==> config.mk <==
export PLATFORM = sky130hd
export DESIGN_NAME = udp_port_demux_table_core
export DESIGN_NICKNAME = d
export VERILOG_FILES = /design/src/hdl/udp_pdt_pkg.sv /design/src/hdl/udp_port_demux_table_core.sv /design/src/hdl/udp_pdt_mem.sv /design/src/hdl/udp_pdt_ctrl.sv
export VERILOG_INCLUDE_DIRS = /design/src /design/src/hdl
export SDC_FILE = /design/constraint.sdc
export NUM_CORES = 1
export LEC_CHECK = 0
export BUFFER_PORTS_ARGS = -buffer_cell sky130_fd_sc_hd__buf_4
export CAP_MARGIN = 20
export CELL_PAD_IN_SITES_DETAIL_PLACEMENT = 0
export CELL_PAD_IN_SITES_GLOBAL_PLACEMENT = 1
export CORE_ASPECT_RATIO = 1.75
export CORE_MARGIN = 8
export CORE_UTILIZATION = 54
export DETAILED_ROUTE_END_ITERATION = 7
export PLACE_DENSITY = 0.83
export SKIP_CTS_REPAIR_TIMING = 1
export SLEW_MARGIN = 20
export SYNTH_ARGS = -nofsm -noshare
export SYNTH_HDL_FRONTEND = slang
export SYNTH_SLANG_ARGS = --single-unit
export TNS_END_PERCENT = 20
==> constraint.sdc <==
create_clock -name i_clk -period 6.6 [get_ports i_clk]
set_input_delay 0.66 -clock i_clk [delete_from_list [all_inputs] [get_ports i_clk]]
set_output_delay 0.66 -clock i_clk [all_outputs]
set_load 0.01 [all_outputs]
==> src/hdl/udp_port_demux_table_core_assert.svh <==
// ----------------------------------------------------------------------------
// UDP port demultiplexer assertion macros
// Shared concurrent assertion forms for the slot table core.
// ----------------------------------------------------------------------------
`ifndef UDP_PORT_DEMUX_TABLE_CORE_ASSERT_SVH
`define UDP_PORT_DEMUX_TABLE_CORE_ASSERT_SVH

// Same-cycle implication, disabled while reset is asserted.
`define UPDT_ASSERT_IMPL(lbl, clk, rst_n, ante, cons) \
    lbl: assert property (@(posedge clk) disable iff (!(rst_n)) (ante) |-> (cons)) \
        else $error("udp port demux table: same-cycle check failed");

// Next-cycle implication, disabled while reset is asserted.
`define UPDT_ASSERT_NEXT(lbl, clk, rst_n, ante, cons) \
    lbl: assert property (@(posedge clk) disable iff (!(rst_n)) (ante) |=> (cons)) \
        else $error("udp port demux table: next-cycle check failed");

`endif

==> src/hdl/udp_pdt_pkg.sv <==
// ----------------------------------------------------------------------------
// UDP port demultiplexer package
// Request and status codes, slot entry layout and shared control types.
// ----------------------------------------------------------------------------
package udp_pdt_pkg;

    localparam logic [2:0] REQ_FIND_FREE   = 3'd0;
    localparam logic [2:0] REQ_BIND        = 3'd1;
    localparam logic [2:0] REQ_SET_HANDLER = 3'd2;
    localparam logic [2:0] REQ_FREE        = 3'd3;
    localparam logic [2:0] REQ_DELIVER     = 3'd4;

    localparam logic [2:0] ST_OK        = 3'd0;
    localparam logic [2:0] ST_IN_USE    = 3'd1;
    localparam logic [2:0] ST_NOT_BOUND = 3'd2;
    localparam logic [2:0] ST_NO_FREE   = 3'd3;
    localparam logic [2:0] ST_NO_MATCH  = 3'd4;

    typedef enum logic [1:0] {
        S_IDLE,
        S_SCAN,
        S_WRITE,
        S_DONE
    } t_state;

    typedef struct packed {
        logic [31:0] addr;
        logic [15:0] port;
        logic [7:0]  handler;
    } t_entry;

    typedef struct packed {
        logic [2:0]  req_type;
        logic [2:0]  slot;
        logic [31:0] ip_addr;
        logic [15:0] port_num;
        logic [7:0]  handler_id;
    } t_request;

    typedef struct packed {
        logic [2:0] status;
        logic [2:0] found_slot;
        logic [7:0] matched_handler;
    } t_result;

    typedef struct packed {
        logic rd_en;
        logic wr_en;
        logic wr_bound;
    } t_mem_ctl;

endpackage

==> src/hdl/udp_port_demux_table_core.sv <==
// ----------------------------------------------------------------------------
// UDP port demultiplexer slot table
// Find free, bind, set handler, free and deliver lookup requests over a table
// of TABLE_SLOTS endpoint slots held in a one-port-read, one-port-write memory.
// Find free, bind and deliver scan the table one slot per memory read; set
// handler reads only its named slot, while free and requests rejected up front
// skip the scan. One request is in work at a time.
// Reset clears every slot at once through the per-slot bound flags.
// ----------------------------------------------------------------------------
`include "udp_port_demux_table_core_assert.svh"

module udp_port_demux_table_core #(
    parameter int TABLE_SLOTS = 8
) (
    input  logic        i_clk,
    input  logic        i_rst_n,
    input  logic        s_axis_tvalid,
    output logic        s_axis_tready,
    // tdata: slot[2:0], ip_addr[34:3], port_num[50:35], handler_id[58:51], zero fill
    input  logic [63:0] s_axis_tdata,
    // tuser: req_type[2:0]
    input  logic [2:0]  s_axis_tuser,
    output logic        m_axis_tvalid,
    input  logic        m_axis_tready,
    // tdata: status[2:0], found_slot[5:3], matched_handler[13:6], zero fill
    output logic [15:0] m_axis_tdata
);
    import udp_pdt_pkg::*;

    localparam int IW = (TABLE_SLOTS > 1) ? $clog2(TABLE_SLOTS) : 1;

    t_request      w_req;
    t_result       w_res;
    logic          w_res_valid;
    logic          w_res_ready;
    t_mem_ctl      w_mem_ctl;
    logic [IW-1:0] w_rd_idx;
    logic [IW-1:0] w_wr_idx;
    t_entry        w_wr_data;
    t_entry        w_rd_data;
    logic          w_rd_bound;

    t_result       r_out;
    logic          r_out_valid;

    assign w_req.req_type   = s_axis_tuser;
    assign w_req.slot       = s_axis_tdata[2:0];
    assign w_req.ip_addr    = s_axis_tdata[34:3];
    assign w_req.port_num   = s_axis_tdata[50:35];
    assign w_req.handler_id = s_axis_tdata[58:51];

    udp_pdt_ctrl #(
        .SLOTS(TABLE_SLOTS)
    ) u_ctrl (
        .i_clk       (i_clk),
        .i_rst_n     (i_rst_n),
        .i_req_valid (s_axis_tvalid),
        .o_req_ready (s_axis_tready),
        .i_req       (w_req),
        .o_res_valid (w_res_valid),
        .i_res_ready (w_res_ready),
        .o_res       (w_res),
        .o_mem_ctl   (w_mem_ctl),
        .o_rd_idx    (w_rd_idx),
        .o_wr_idx    (w_wr_idx),
        .o_wr_data   (w_wr_data),
        .i_rd_bound  (w_rd_bound),
        .i_rd_data   (w_rd_data)
    );

    udp_pdt_mem #(
        .SLOTS(TABLE_SLOTS)
    ) u_mem (
        .i_clk      (i_clk),
        .i_rst_n    (i_rst_n),
        .i_ctl      (w_mem_ctl),
        .i_rd_idx   (w_rd_idx),
        .i_wr_idx   (w_wr_idx),
        .i_wr_data  (w_wr_data),
        .o_rd_bound (w_rd_bound),
        .o_rd_data  (w_rd_data)
    );

    assign w_res_ready = !r_out_valid || m_axis_tready;

    always_ff @(posedge i_clk) begin
        if (!i_rst_n) begin
            r_out_valid <= 1'b0;
        end else if (w_res_valid && w_res_ready) begin
            r_out_valid <= 1'b1;
        end else if (m_axis_tready) begin
            r_out_valid <= 1'b0;
        end
    end

    always_ff @(posedge i_clk) begin
        if (w_res_valid && w_res_ready) begin
            r_out <= w_res;
        end
    end

    assign m_axis_tvalid = r_out_valid;
    assign m_axis_tdata  = {2'b00, r_out.matched_handler, r_out.found_slot, r_out.status};

    `UPDT_ASSERT_NEXT(a_one_request_at_a_time, i_clk, i_rst_n,
        s_axis_tvalid && s_axis_tready, !s_axis_tready)
    `UPDT_ASSERT_NEXT(a_result_held_while_stalled, i_clk, i_rst_n,
        m_axis_tvalid && !m_axis_tready, m_axis_tvalid && $stable(m_axis_tdata))
    `UPDT_ASSERT_IMPL(a_failed_status_has_no_slot, i_clk, i_rst_n,
        r_out_valid && (r_out.status != ST_OK),
        (r_out.found_slot == 3'd0) && (r_out.matched_handler == 8'd0))

endmodule

==> src/hdl/udp_pdt_mem.sv <==
// ----------------------------------------------------------------------------
// UDP port demultiplexer slot memory
// Synchronous slot store with registered read data and per-slot bound flags.
// ----------------------------------------------------------------------------
module udp_pdt_mem #(
    parameter int SLOTS = 8,
    localparam int IW = (SLOTS > 1) ? $clog2(SLOTS) : 1
) (
    input  logic                 i_clk,
    input  logic                 i_rst_n,
    input  udp_pdt_pkg::t_mem_ctl i_ctl,
    input  logic [IW-1:0]        i_rd_idx,
    input  logic [IW-1:0]        i_wr_idx,
    input  udp_pdt_pkg::t_entry  i_wr_data,
    output logic                 o_rd_bound,
    output udp_pdt_pkg::t_entry  o_rd_data
);
    import udp_pdt_pkg::*;

    t_entry           r_mem [SLOTS];
    t_entry           r_rd_data;
    logic [SLOTS-1:0] r_bound;
    logic             r_rd_bound;

    always_ff @(posedge i_clk) begin
        if (i_ctl.wr_en) begin
            r_mem[i_wr_idx] <= i_wr_data;
        end
        if (i_ctl.rd_en) begin
            r_rd_data <= r_mem[i_rd_idx];
        end
    end

    always_ff @(posedge i_clk) begin
        if (!i_rst_n) begin
            r_bound    <= '0;
            r_rd_bound <= 1'b0;
        end else begin
            if (i_ctl.wr_en) begin
                r_bound[i_wr_idx] <= i_ctl.wr_bound;
            end
            if (i_ctl.rd_en) begin
                r_rd_bound <= r_bound[i_rd_idx];
            end
        end
    end

    assign o_rd_bound = r_rd_bound;
    assign o_rd_data  = r_rd_data;

endmodule

==> src/hdl/udp_pdt_ctrl.sv <==
// ----------------------------------------------------------------------------
// UDP port demultiplexer request sequencer
// Scans one entry per cycle; bind, set handler and free may write one slot.
// ----------------------------------------------------------------------------
module udp_pdt_ctrl #(
    parameter int SLOTS = 8,
    localparam int IW = (SLOTS > 1) ? $clog2(SLOTS) : 1
) (
    input  logic                  i_clk,
    input  logic                  i_rst_n,
    input  logic                  i_req_valid,
    output logic                  o_req_ready,
    input  udp_pdt_pkg::t_request i_req,
    output logic                  o_res_valid,
    input  logic                  i_res_ready,
    output udp_pdt_pkg::t_result  o_res,
    output udp_pdt_pkg::t_mem_ctl o_mem_ctl,
    output logic [IW-1:0]         o_rd_idx,
    output logic [IW-1:0]         o_wr_idx,
    output udp_pdt_pkg::t_entry   o_wr_data,
    input  logic                  i_rd_bound,
    input  udp_pdt_pkg::t_entry   i_rd_data
);
    import udp_pdt_pkg::*;

    localparam logic [8:0]    SLOTS_W  = 9'(SLOTS);
    localparam logic [IW-1:0] LAST_IDX = IW'(SLOTS - 1);

    t_state   r_state, n_state;
    t_request r_req, n_req;
    t_result  r_res, n_res;
    t_entry   r_wdata, n_wdata;
    logic     r_wbound, n_wbound;
    logic [IW-1:0] r_idx, n_idx;
    logic [IW-1:0] r_end, n_end;
    logic [IW-1:0] r_slot_idx, n_slot_idx;
    logic [IW-1:0] r_chk_idx, n_chk_idx;
    logic     r_issuing, n_issuing;
    logic     r_chk, n_chk;
    logic     r_chk_last, n_chk_last;

    logic [8:0] in_slot_ext;
    logic       in_slot_ok;
    logic [8:0] chk_idx_ext;
    logic       pair_match;
    logic       hit;
    logic       scan_stop;

    assign in_slot_ext = {6'b0, i_req.slot};
    assign in_slot_ok  = in_slot_ext < SLOTS_W;
    assign chk_idx_ext = 9'(r_chk_idx);
    assign pair_match  = (i_rd_data.addr == r_req.ip_addr) &&
                         (i_rd_data.port == r_req.port_num);

    always_comb begin
        case (r_req.req_type)
            REQ_FIND_FREE:   hit = !i_rd_bound;
            REQ_BIND:        hit = (r_chk_idx != r_slot_idx) && i_rd_bound && pair_match;
            REQ_SET_HANDLER: hit = i_rd_bound;
            REQ_DELIVER:     hit = i_rd_bound && (i_rd_data.handler != 8'd0) && pair_match;
            default:         hit = 1'b0;
        endcase
    end

    assign scan_stop = r_chk && (hit || r_chk_last);

    always_comb begin
        n_state = r_state;
        case (r_state)
            S_IDLE: begin
                if (i_req_valid) begin
                    case (i_req.req_type)
                        REQ_FIND_FREE, REQ_DELIVER: n_state = S_SCAN;
                        REQ_BIND, REQ_SET_HANDLER:  n_state = in_slot_ok ? S_SCAN : S_DONE;
                        REQ_FREE:                   n_state = in_slot_ok ? S_WRITE : S_DONE;
                        default:                    n_state = S_DONE;
                    endcase
                end
            end
            S_SCAN: begin
                if (scan_stop) begin
                    if (((r_req.req_type == REQ_BIND) && !hit) ||
                        ((r_req.req_type == REQ_SET_HANDLER) && hit)) begin
                        n_state = S_WRITE;
                    end else begin
                        n_state = S_DONE;
                    end
                end
            end
            S_WRITE: n_state = S_DONE;
            S_DONE: begin
                if (i_res_ready) begin
                    n_state = S_IDLE;
                end
            end
            default: n_state = S_IDLE;
        endcase
    end

    always_comb begin
        o_req_ready        = (r_state == S_IDLE);
        o_res_valid        = (r_state == S_DONE);
        o_mem_ctl.rd_en    = (r_state == S_SCAN) && r_issuing;
        o_mem_ctl.wr_en    = (r_state == S_WRITE);
        o_mem_ctl.wr_bound = r_wbound;
        o_rd_idx           = r_idx;
        o_wr_idx           = r_slot_idx;
        o_wr_data          = r_wdata;
        o_res              = r_res;
    end

    always_comb begin
        n_req      = r_req;
        n_res      = r_res;
        n_wdata    = r_wdata;
        n_wbound   = r_wbound;
        n_idx      = r_idx;
        n_end      = r_end;
        n_slot_idx = r_slot_idx;
        n_issuing  = r_issuing;
        n_chk      = (r_state == S_SCAN) && r_issuing;
        n_chk_idx  = r_idx;
        n_chk_last = (r_idx == r_end);

        case (r_state)
            S_IDLE: begin
                if (i_req_valid) begin
                    n_req                 = i_req;
                    n_slot_idx            = in_slot_ext[IW-1:0];
                    n_issuing             = 1'b1;
                    n_res.found_slot      = 3'd0;
                    n_res.matched_handler = 8'd0;
                    n_wbound              = (i_req.req_type != REQ_FREE);
                    n_wdata               = '0;
                    n_idx                 = '0;
                    n_end                 = LAST_IDX;
                    case (i_req.req_type)
                        REQ_FIND_FREE: n_res.status = ST_NO_FREE;
                        REQ_BIND: begin
                            n_res.status = in_slot_ok ? ST_OK : ST_NOT_BOUND;
                            n_wdata.addr = i_req.ip_addr;
                            n_wdata.port = i_req.port_num;
                        end
                        REQ_SET_HANDLER: begin
                            n_res.status = ST_NOT_BOUND;
                            n_idx        = in_slot_ext[IW-1:0];
                            n_end        = in_slot_ext[IW-1:0];
                        end
                        REQ_FREE: n_res.status = in_slot_ok ? ST_OK : ST_NOT_BOUND;
                        default:  n_res.status = ST_NO_MATCH;
                    endcase
                end
            end
            S_SCAN: begin
                if (r_issuing) begin
                    if (r_idx == r_end) begin
                        n_issuing = 1'b0;
                    end else begin
                        n_idx = r_idx + 1'b1;
                    end
                end
                if (r_chk && (r_req.req_type == REQ_BIND) && (r_chk_idx == r_slot_idx)) begin
                    n_wdata.handler = i_rd_bound ? i_rd_data.handler : 8'd0;
                end
                if (scan_stop) begin
                    n_issuing = 1'b0;
                    if (hit) begin
                        case (r_req.req_type)
                            REQ_FIND_FREE: begin
                                n_res.status     = ST_OK;
                                n_res.found_slot = chk_idx_ext[2:0];
                            end
                            REQ_BIND: n_res.status = ST_IN_USE;
                            REQ_SET_HANDLER: begin
                                n_res.status    = ST_OK;
                                n_wdata.addr    = i_rd_data.addr;
                                n_wdata.port    = i_rd_data.port;
                                n_wdata.handler = r_req.handler_id;
                            end
                            REQ_DELIVER: begin
                                n_res.status          = ST_OK;
                                n_res.found_slot      = chk_idx_ext[2:0];
                                n_res.matched_handler = i_rd_data.handler;
                            end
                            default: n_res.status = ST_NO_MATCH;
                        endcase
                    end
                end
            end
            default: begin
            end
        endcase
    end

    always_ff @(posedge i_clk) begin
        if (!i_rst_n) begin
            r_state    <= S_IDLE;
            r_issuing  <= 1'b0;
            r_chk      <= 1'b0;
        end else begin
            r_state    <= n_state;
            r_issuing  <= n_issuing;
            r_chk      <= n_chk;
        end
    end

    always_ff @(posedge i_clk) begin
        r_req      <= n_req;
        r_res      <= n_res;
        r_wdata    <= n_wdata;
        r_wbound   <= n_wbound;
        r_idx      <= n_idx;
        r_end      <= n_end;
        r_slot_idx <= n_slot_idx;
        r_chk_idx  <= n_chk_idx;
        r_chk_last <= n_chk_last;
    end

endmodule

==> results of run 1 <==
## critical path, stage by stage (launching register included)
cell and delay [ps]:
dfxtp_1 330, inv_1 100, ha_1 300, and2_4 900, a21oi_1 300, a21oi_4 200
buf_4 670
## report_power, final
part           switching, mW  internal [mW]  total, mW
clock                   1.47           1.82       3.28
combinational           1.30           1.12       2.42
sequential             0.455           5.79       6.24
## layout make-up
class	instances	area, um^2
sequential	675	20100
fill	3166	18100
multi-input combinational	473	5360
clock buffer	73	1520
timing repair buffer	100	783
tap	588	736
clock inverter	33	294
inverter	8	30.0
## registers in the layout, summed over array words and instances, names as in the netlist, 2 cells and up
register          count
m_axis_tdata         14
u_mem.o_rd_data      56
u_ctrl.r_state        2
u_ctrl.r_end          3
u_ctrl.r_req         59
u_ctrl.o_res         14
u_ctrl.r_chk_idx      3
u_ctrl.o_rd_idx       3
u_mem.r_bound         8
u_mem.r_mem         448
u_ctrl.o_wr_idx       3
u_ctrl.o_wr_data     56
## cells in the mapped netlist, drive strengths merged (2+ instances only)
library cell,instances
a211oi,2
a21oi,13
a22o,48
a311oi,8
and2,13
and3,6
buf,21
clkbuf,33
dfxtp,18
edfxtp,657
ha,5
inv,8
mux2,56
mux2i,3
mux4,114
nand2,24
nand2b,9
nand3,11
nand4,23
nor2,30
nor2b,3
nor3,8
nor3b,3
nor4,10
o21ai,12
or4b,2
xnor2,45
xor2,12
## final timing paths
kind / endpoint / slack (ps) / start / depth (start not counted)
min: u_ctrl.r_req[5] / 240 / s_axis_tdata[56] / 1
max reg2reg: u_ctrl.o_wr_data[40] / 3370 / u_ctrl.r_state[0] / 6
max: u_ctrl.o_wr_data[40] / 3370 / u_ctrl.r_state[0] / 6
min reg2reg: m_axis_tdata[1] / 420 / u_ctrl.o_res[12] / 0
## stage by stage
stage / hold slack (ps) / worst slack (ps) / total power, mW
CTS: 209 / 3290 / 12.0
finish: 238 / 3370 / 11.9
detailed placement: 405 / 3280 / 8.76
global route: 214 / 3210 / 12.4
floorplan: 346 / 1100 / 7.93
global placement: 403 / 3350 / 8.66
## kinds of logic (layout without fill, tap and decap cells)
logic type	count (synthesis)	in the layout	synth area share, %
other cells	1	2	0.0146
fa+ha+maj	5	5	0.244
flops	675	675	78.5
mux	173	173	12.6
buf+inv	62	214	0.977
simple gates	145	145	3.00
xor+xnor	57	57	1.95
compound gates	91	91	2.75
## layer usage
metal / GRT usage [%] / share of wire [%] / wire (um)
met5: 0 / 0 / 0
met4: 8.80 / 4.4 / 2390
met3: 2.78 / 6.2 / 3330
met2: 34.8 / 53 / 28400
met1: 23.4 / 37 / 19800
==> results.json, run 1 <==
{
  "clk_latency_ps": 600,
  "power.leakage_nw": 9.17,
  "fin_cells": 1950,
  "synth-warning-count": 0,
  "area.growth.synth_to_final_pct": 12.5,
  "vias": 12100,
  "rsz0062_at_grt": "no",
  "drt_pre_antenna_iters": 5,
  "crit_arrival_ps": 3450,
  "cts_sinks": 675,
  "async_reset_ff_share_pct": 0,
  "mostFrequentLayoutCell": "edfxtp_1",
  "syn_area_per_cell_um2": 21.2,
  "die_area_um2": 54900,
  "setup_tns_ps": 0,
  "most-common-layout-cells": "edfxtp_1 (657), mux4_2 (114), buf_4 (98), clkbuf_16 (58), mux2_2 (56)",
  "ys.flop_type": "edfxtp_1",
  "globalRouteOverflowTotal": 0,
  "slew_violations": 0,
  "grt_pass1_vias": 12700,
  "syn_area_um2": 25600,
  "nets": 1391,
  "yosys.cell_types.count": 44,
  "max_slew_margin_pct": 26.0,
  "path_clk_slew_ps": 70,
  "clk_path_buf_depth": 3,
  "dpl_cell_area_um2": 27000,
  "power_density_nw_per_um2": 415,
  "yosysTopAreaCell": "edfxtp_1",
  "start_util_pct": 54.6,
  "synth_enable_flop_cells": 657,
  "syn_inst": 1209,
  "die_h_um": 304,
  "yosys.area.top_type_share_pct": 77.1,
  "grt.total_usage_pct": 19.6,
  "end_kind": "flop",
  "max_freq_ghz": 0.309,
  "gp_congestion": 0.812,
  "hold_violations": 0,
  "synth_seq_area_share_pct": 78.5,
  "rows": 105,
  "routed_via_density": 6.23,
  "crit_fanout": 67,
  "ios": 89,
  "antenna_found_initial": 0,
  "startpoint_type": "flop",
  "dp_hpwl_um": 29600,
  "drt-initial-drc-count": 1143,
  "io_buffers": 81,
  "finClkSkew_ps": 19.5,
  "tightest_slew_ps": 1110,
  "wire_per_inst_um": 27.7,
  "n_antenna_cell": 0,
  "tritoncts": "built",
  "stdcell_area_um2": 28800,
  "status": "completed",
  "synthTopCellsByArea": "edfxtp_1 (77%), mux4_2 (10%), mux2_2 (2.5%)",
  "ant_nets": 0,
  "grt_max_degree": 119,
  "clockRootBuffer": "clkbuf_16",
  "drc": 0,
  "drive_gt1_share_pct": 26.9,
  "grt_pass1_wl_um": 80400,
  "setup-violations-final": 0,
  "wirelength_um": 53900,
  "critPathRequiredTime_ps": 6820,
  "dieWidth_um": 181,
  "post-route-util_pct": 61.4,
  "fin_crit_sh_pct": 49.0,
  "place_inst": 1843,
  "critPathKind": "flop to flop",
  "ir_drop_mv": 0.229,
  "htreeDepth": 2,
  "cts-buffers-inserted": 57,
  "maxCapViolCount": 0,
  "fin_crit_ps": 3230,
  "synth-seq-cells": 675,
  "core_um2": 46900,
  "hold_path.class": "input port to flop"
}
(Power assumes the default switching activity.)
==> run 2: changes to the inputs <==
ABC_AREA = 1   (was unset)
CORE_UTILIZATION = 46   (was 54)
PLACE_DENSITY = 0.8   (was 0.83)
clock period = 2.71 ns   (was 6.6 ns; I/O delays follow)
==> results.json, run 2 <==
{
  "start_util_pct": 46.1,
  "globalRouteOverflowTotal": 0,
  "max_slew_margin_pct": 55.7,
  "nets": 2370,
  "ir_drop_mv": 0.824,
  "finalPower_mw": 30.7,
  "dpl_cell_area_um2": 28700,
  "synth-seq-cells": 675,
  "synthTopCellsByArea": "edfxtp_1 (74%), nor2_1 (6.7%), o21ai_0 (4.7%)",
  "slowest_stage": "edfxtp_1",
  "synth_top_family_by_area": "simple AND/OR/NAND/NOR gates",
  "largest_reg_flops": 448,
  "gp_congestion": 0.786,
  "routed_via_density": 5.53,
  "clk_latency_ps": 620,
  "path_cells": "nor3_4, a21oi_1, nor2_1, nand2_1, nor2_2, nand2_4, nand2_2, nand2_2, nand2_2, nand2_2, nand2_4, nand2_4, nor2_4, buf_12, buf_12, clkbuf_16",
  "drc": 0,
  "path_clk_slew_ps": 60,
  "fin_cells": 3114,
  "yosys.area.top_type_share_pct": 73.9,
  "vias": 17200,
  "largest_register": "u_mem.r_mem",
  "status": "completed",
  "die_area_um2": 66300,
  "cts-buffers-inserted": 59,
  "yosys.cell_count.top_type": "edfxtp_1",
  "synth_compound_area_share_pct": 9.23,
  "clk_path_buf_depth": 3,
  "drive_gt1_share_pct": 11.5,
  "grt.total_usage_pct": 19.5,
  "dieWidth_um": 198,
  "reg2reg_setup_slack_ps": 110,
  "hold_path_depth": 6,
  "rows": 117,
  "post-route-util_pct": 54.1,
  "max_freq_ghz": 0.385,
  "wirelength_um": 65500,
  "place_inst": 2934,
  "ys.flop_type": "edfxtp_1",
  "power_density_nw_per_um2": 980,
  "largest_registers": "u_mem.r_mem x448, u_ctrl.r_req x59",
  "tightest_slew_ps": 661,
  "crit_arrival_ps": 2940,
  "synth-xor-area-share_pct": 0.361,
  "crit_top_cell": "nand2_2",
  "tritoncts": "built",
  "mostFrequentLayoutCell": "edfxtp_1",
  "max_stage_delay_ps": 500,
  "wire_per_inst_um": 21.0,
  "most-common-layout-cells": "edfxtp_1 (657), nor2_1 (463), o21ai_0 (253), nand2_1 (187), inv_1 (132)",
  "crit_fanout": 6,
  "dp_hpwl_um": 37100,
  "power.leakage_nw": 11.0,
  "ios": 89,
  "fillCellCount": 4664,
  "yosysTopAreaCell": "edfxtp_1",
  "critPathRequiredTime_ps": 3050,
  "yosys.cell_types.count": 32,
  "critPathKind": "flop to flop",
  "r2r-start": "u_ctrl.r_req[61]",
  "slew_violations": 0,
  "fin_crit_ps": 2600,
  "r2r_end": "u_ctrl.o_wr_data[17]",
  "syn_area_per_cell_um2": 12.5,
  "clockRootBuffer": "clkbuf_16",
  "syn_area_um2": 26700,
  "setup-violations-final": 0,
  "synth-warning-count": 0,
  "area.growth.synth_to_final_pct": 17.2,
  "cp_num_buf_inv": 3,
  "htreeDepth": 2,
  "async_reset_ff_share_pct": 0,
  "grt_pass1_vias": 16800,
  "cts_sinks": 675,
  "holdPathEnd": "u_ctrl.r_state[1]",
  "synthAdderAreaFrac_pct": 0.234,
  "synthTopCellsByCount": "edfxtp_1 (657), nor2_1 (479), o21ai_0 (253)",
  "syn_inst": 2138,
  "finClkSkew_ps": 17.5,
  "reg2reg_depth": 16,
  "cpLargestDelayFamily": "simple AND/OR/NAND/NOR gates",
  "startpoint_type": "flop",
  "maxCapViolCount": 0,
  "stdcell_area_um2": 31300,
  "hold_violations": 0,
  "ant_nets": 0,
  "antenna_found_initial": 0,
  "grt_pass1_wl_um": 98700,
  "fin_crit_sh_pct": 95.9,
  "min_from": "s_axis_tvalid",
  "n_antenna_cell": 0,
  "die_h_um": 335,
  "drt-initial-drc-count": 1529,
  "core_um2": 57800,
  "hold_path.class": "input port to flop",
  "grt_max_degree": 111,
  "synth_enable_flop_cells": 657,
  "drt_pre_antenna_iters": 6,
  "end_kind": "flop",
  "io_buffers": 81,
  "muxShareOfSynthArea_pct": 0,
  "synth-simple-area-share_pct": 11.1,
  "synth_seq_area_share_pct": 75.3
}
## run 2: cell count changes after synthesis, moves of 58 or more
cell | previous run | this run
inv_1 | 8 | 139
mux4_2 | 114 | 0
nand2_1 | 24 | 195
nor2_1 | 30 | 479
o21ai_0 | 12 | 253
o22ai_1 | 1 | 59
## run 2: metrics by stage
stage	hold slack [ps]	setup WS (ps)	setup TNS (ps)
after global placement	401	31.2	0
final	140	110	0
after floorplan	369	-926	-354080
after global routing	148	-39.4	-1350
after CTS	-207	-0.306	-0.328
after detailed placement	407	30.2	0
## run 2: layout make-up
cell class	instances	area (um^2)	area share [%]
sequential	675	20100	64.2
inverter	140	537	1.72
multi-input combinational	1207	5730	18.3
clock buffer	71	1520	4.87
timing repair buffer	211	2130	6.82
clock inverter	37	292	0.932
tap	773	967	3.09
## run 2: worst max path at each step
stage / depth (start not counted) / from / slack [ps] / to
after floorplan: 6 / u_ctrl.r_state[0] / -930 / u_mem.r_mem[0][0]
after global placement: 18 / u_mem.o_rd_data[48] / 30 / u_ctrl.o_wr_data[17]
after detailed placement: 18 / u_mem.o_rd_data[48] / 30 / u_ctrl.o_wr_data[14]
after CTS: 18 / u_mem.o_rd_data[48] / -0.3 / u_ctrl.o_wr_data[12]
after global routing: 16 / u_ctrl.r_req[61] / -40 / u_ctrl.o_wr_data[52]
final: 16 / u_ctrl.r_req[61] / 110 / u_ctrl.o_wr_data[17]
## run 2: power by group
group | switching (mW) | internal [mW] | total, mW | leakage [nW]
clock network | 3.66 | 4.38 | 8.04 | 0.895
registers | 0.908 | 13.8 | 14.8 | 6.16
logic | 5.33 | 2.54 | 7.87 | 3.93
total | 9.90 | 20.8 | 30.7 | 11.0
## run 2: cell families (layout without fill, tap and decap cells)
| kind of cell | Yosys count | count (layout) |
|---|---|---|
| buf+inv | 257 | 459 |
| compound gates | 433 | 433 |
| fa+ha+maj | 5 | 5 |
| other cells | 1 | 2 |
| xor+xnor | 11 | 11 |
| flops | 675 | 675 |
| simple gates | 756 | 756 |
## run 2: layer usage
metal / routed length [um] / up-vias / GRT usage [%]
met5: 0 / - / 0
met2: 33600 / 626 / 34.4
met4: 1580 / 0 / 6.58
li1: - / 7895 / -
met3: 4120 / 101 / 2.80
met1: 26300 / 8588 / 24.3
## run 2: worst min-delay path: stages
cell	delay, ps
buf_4	90
o22ai_1	70
inv_1	80
nand2_2	70
nor2_1	80
nor2_1	50
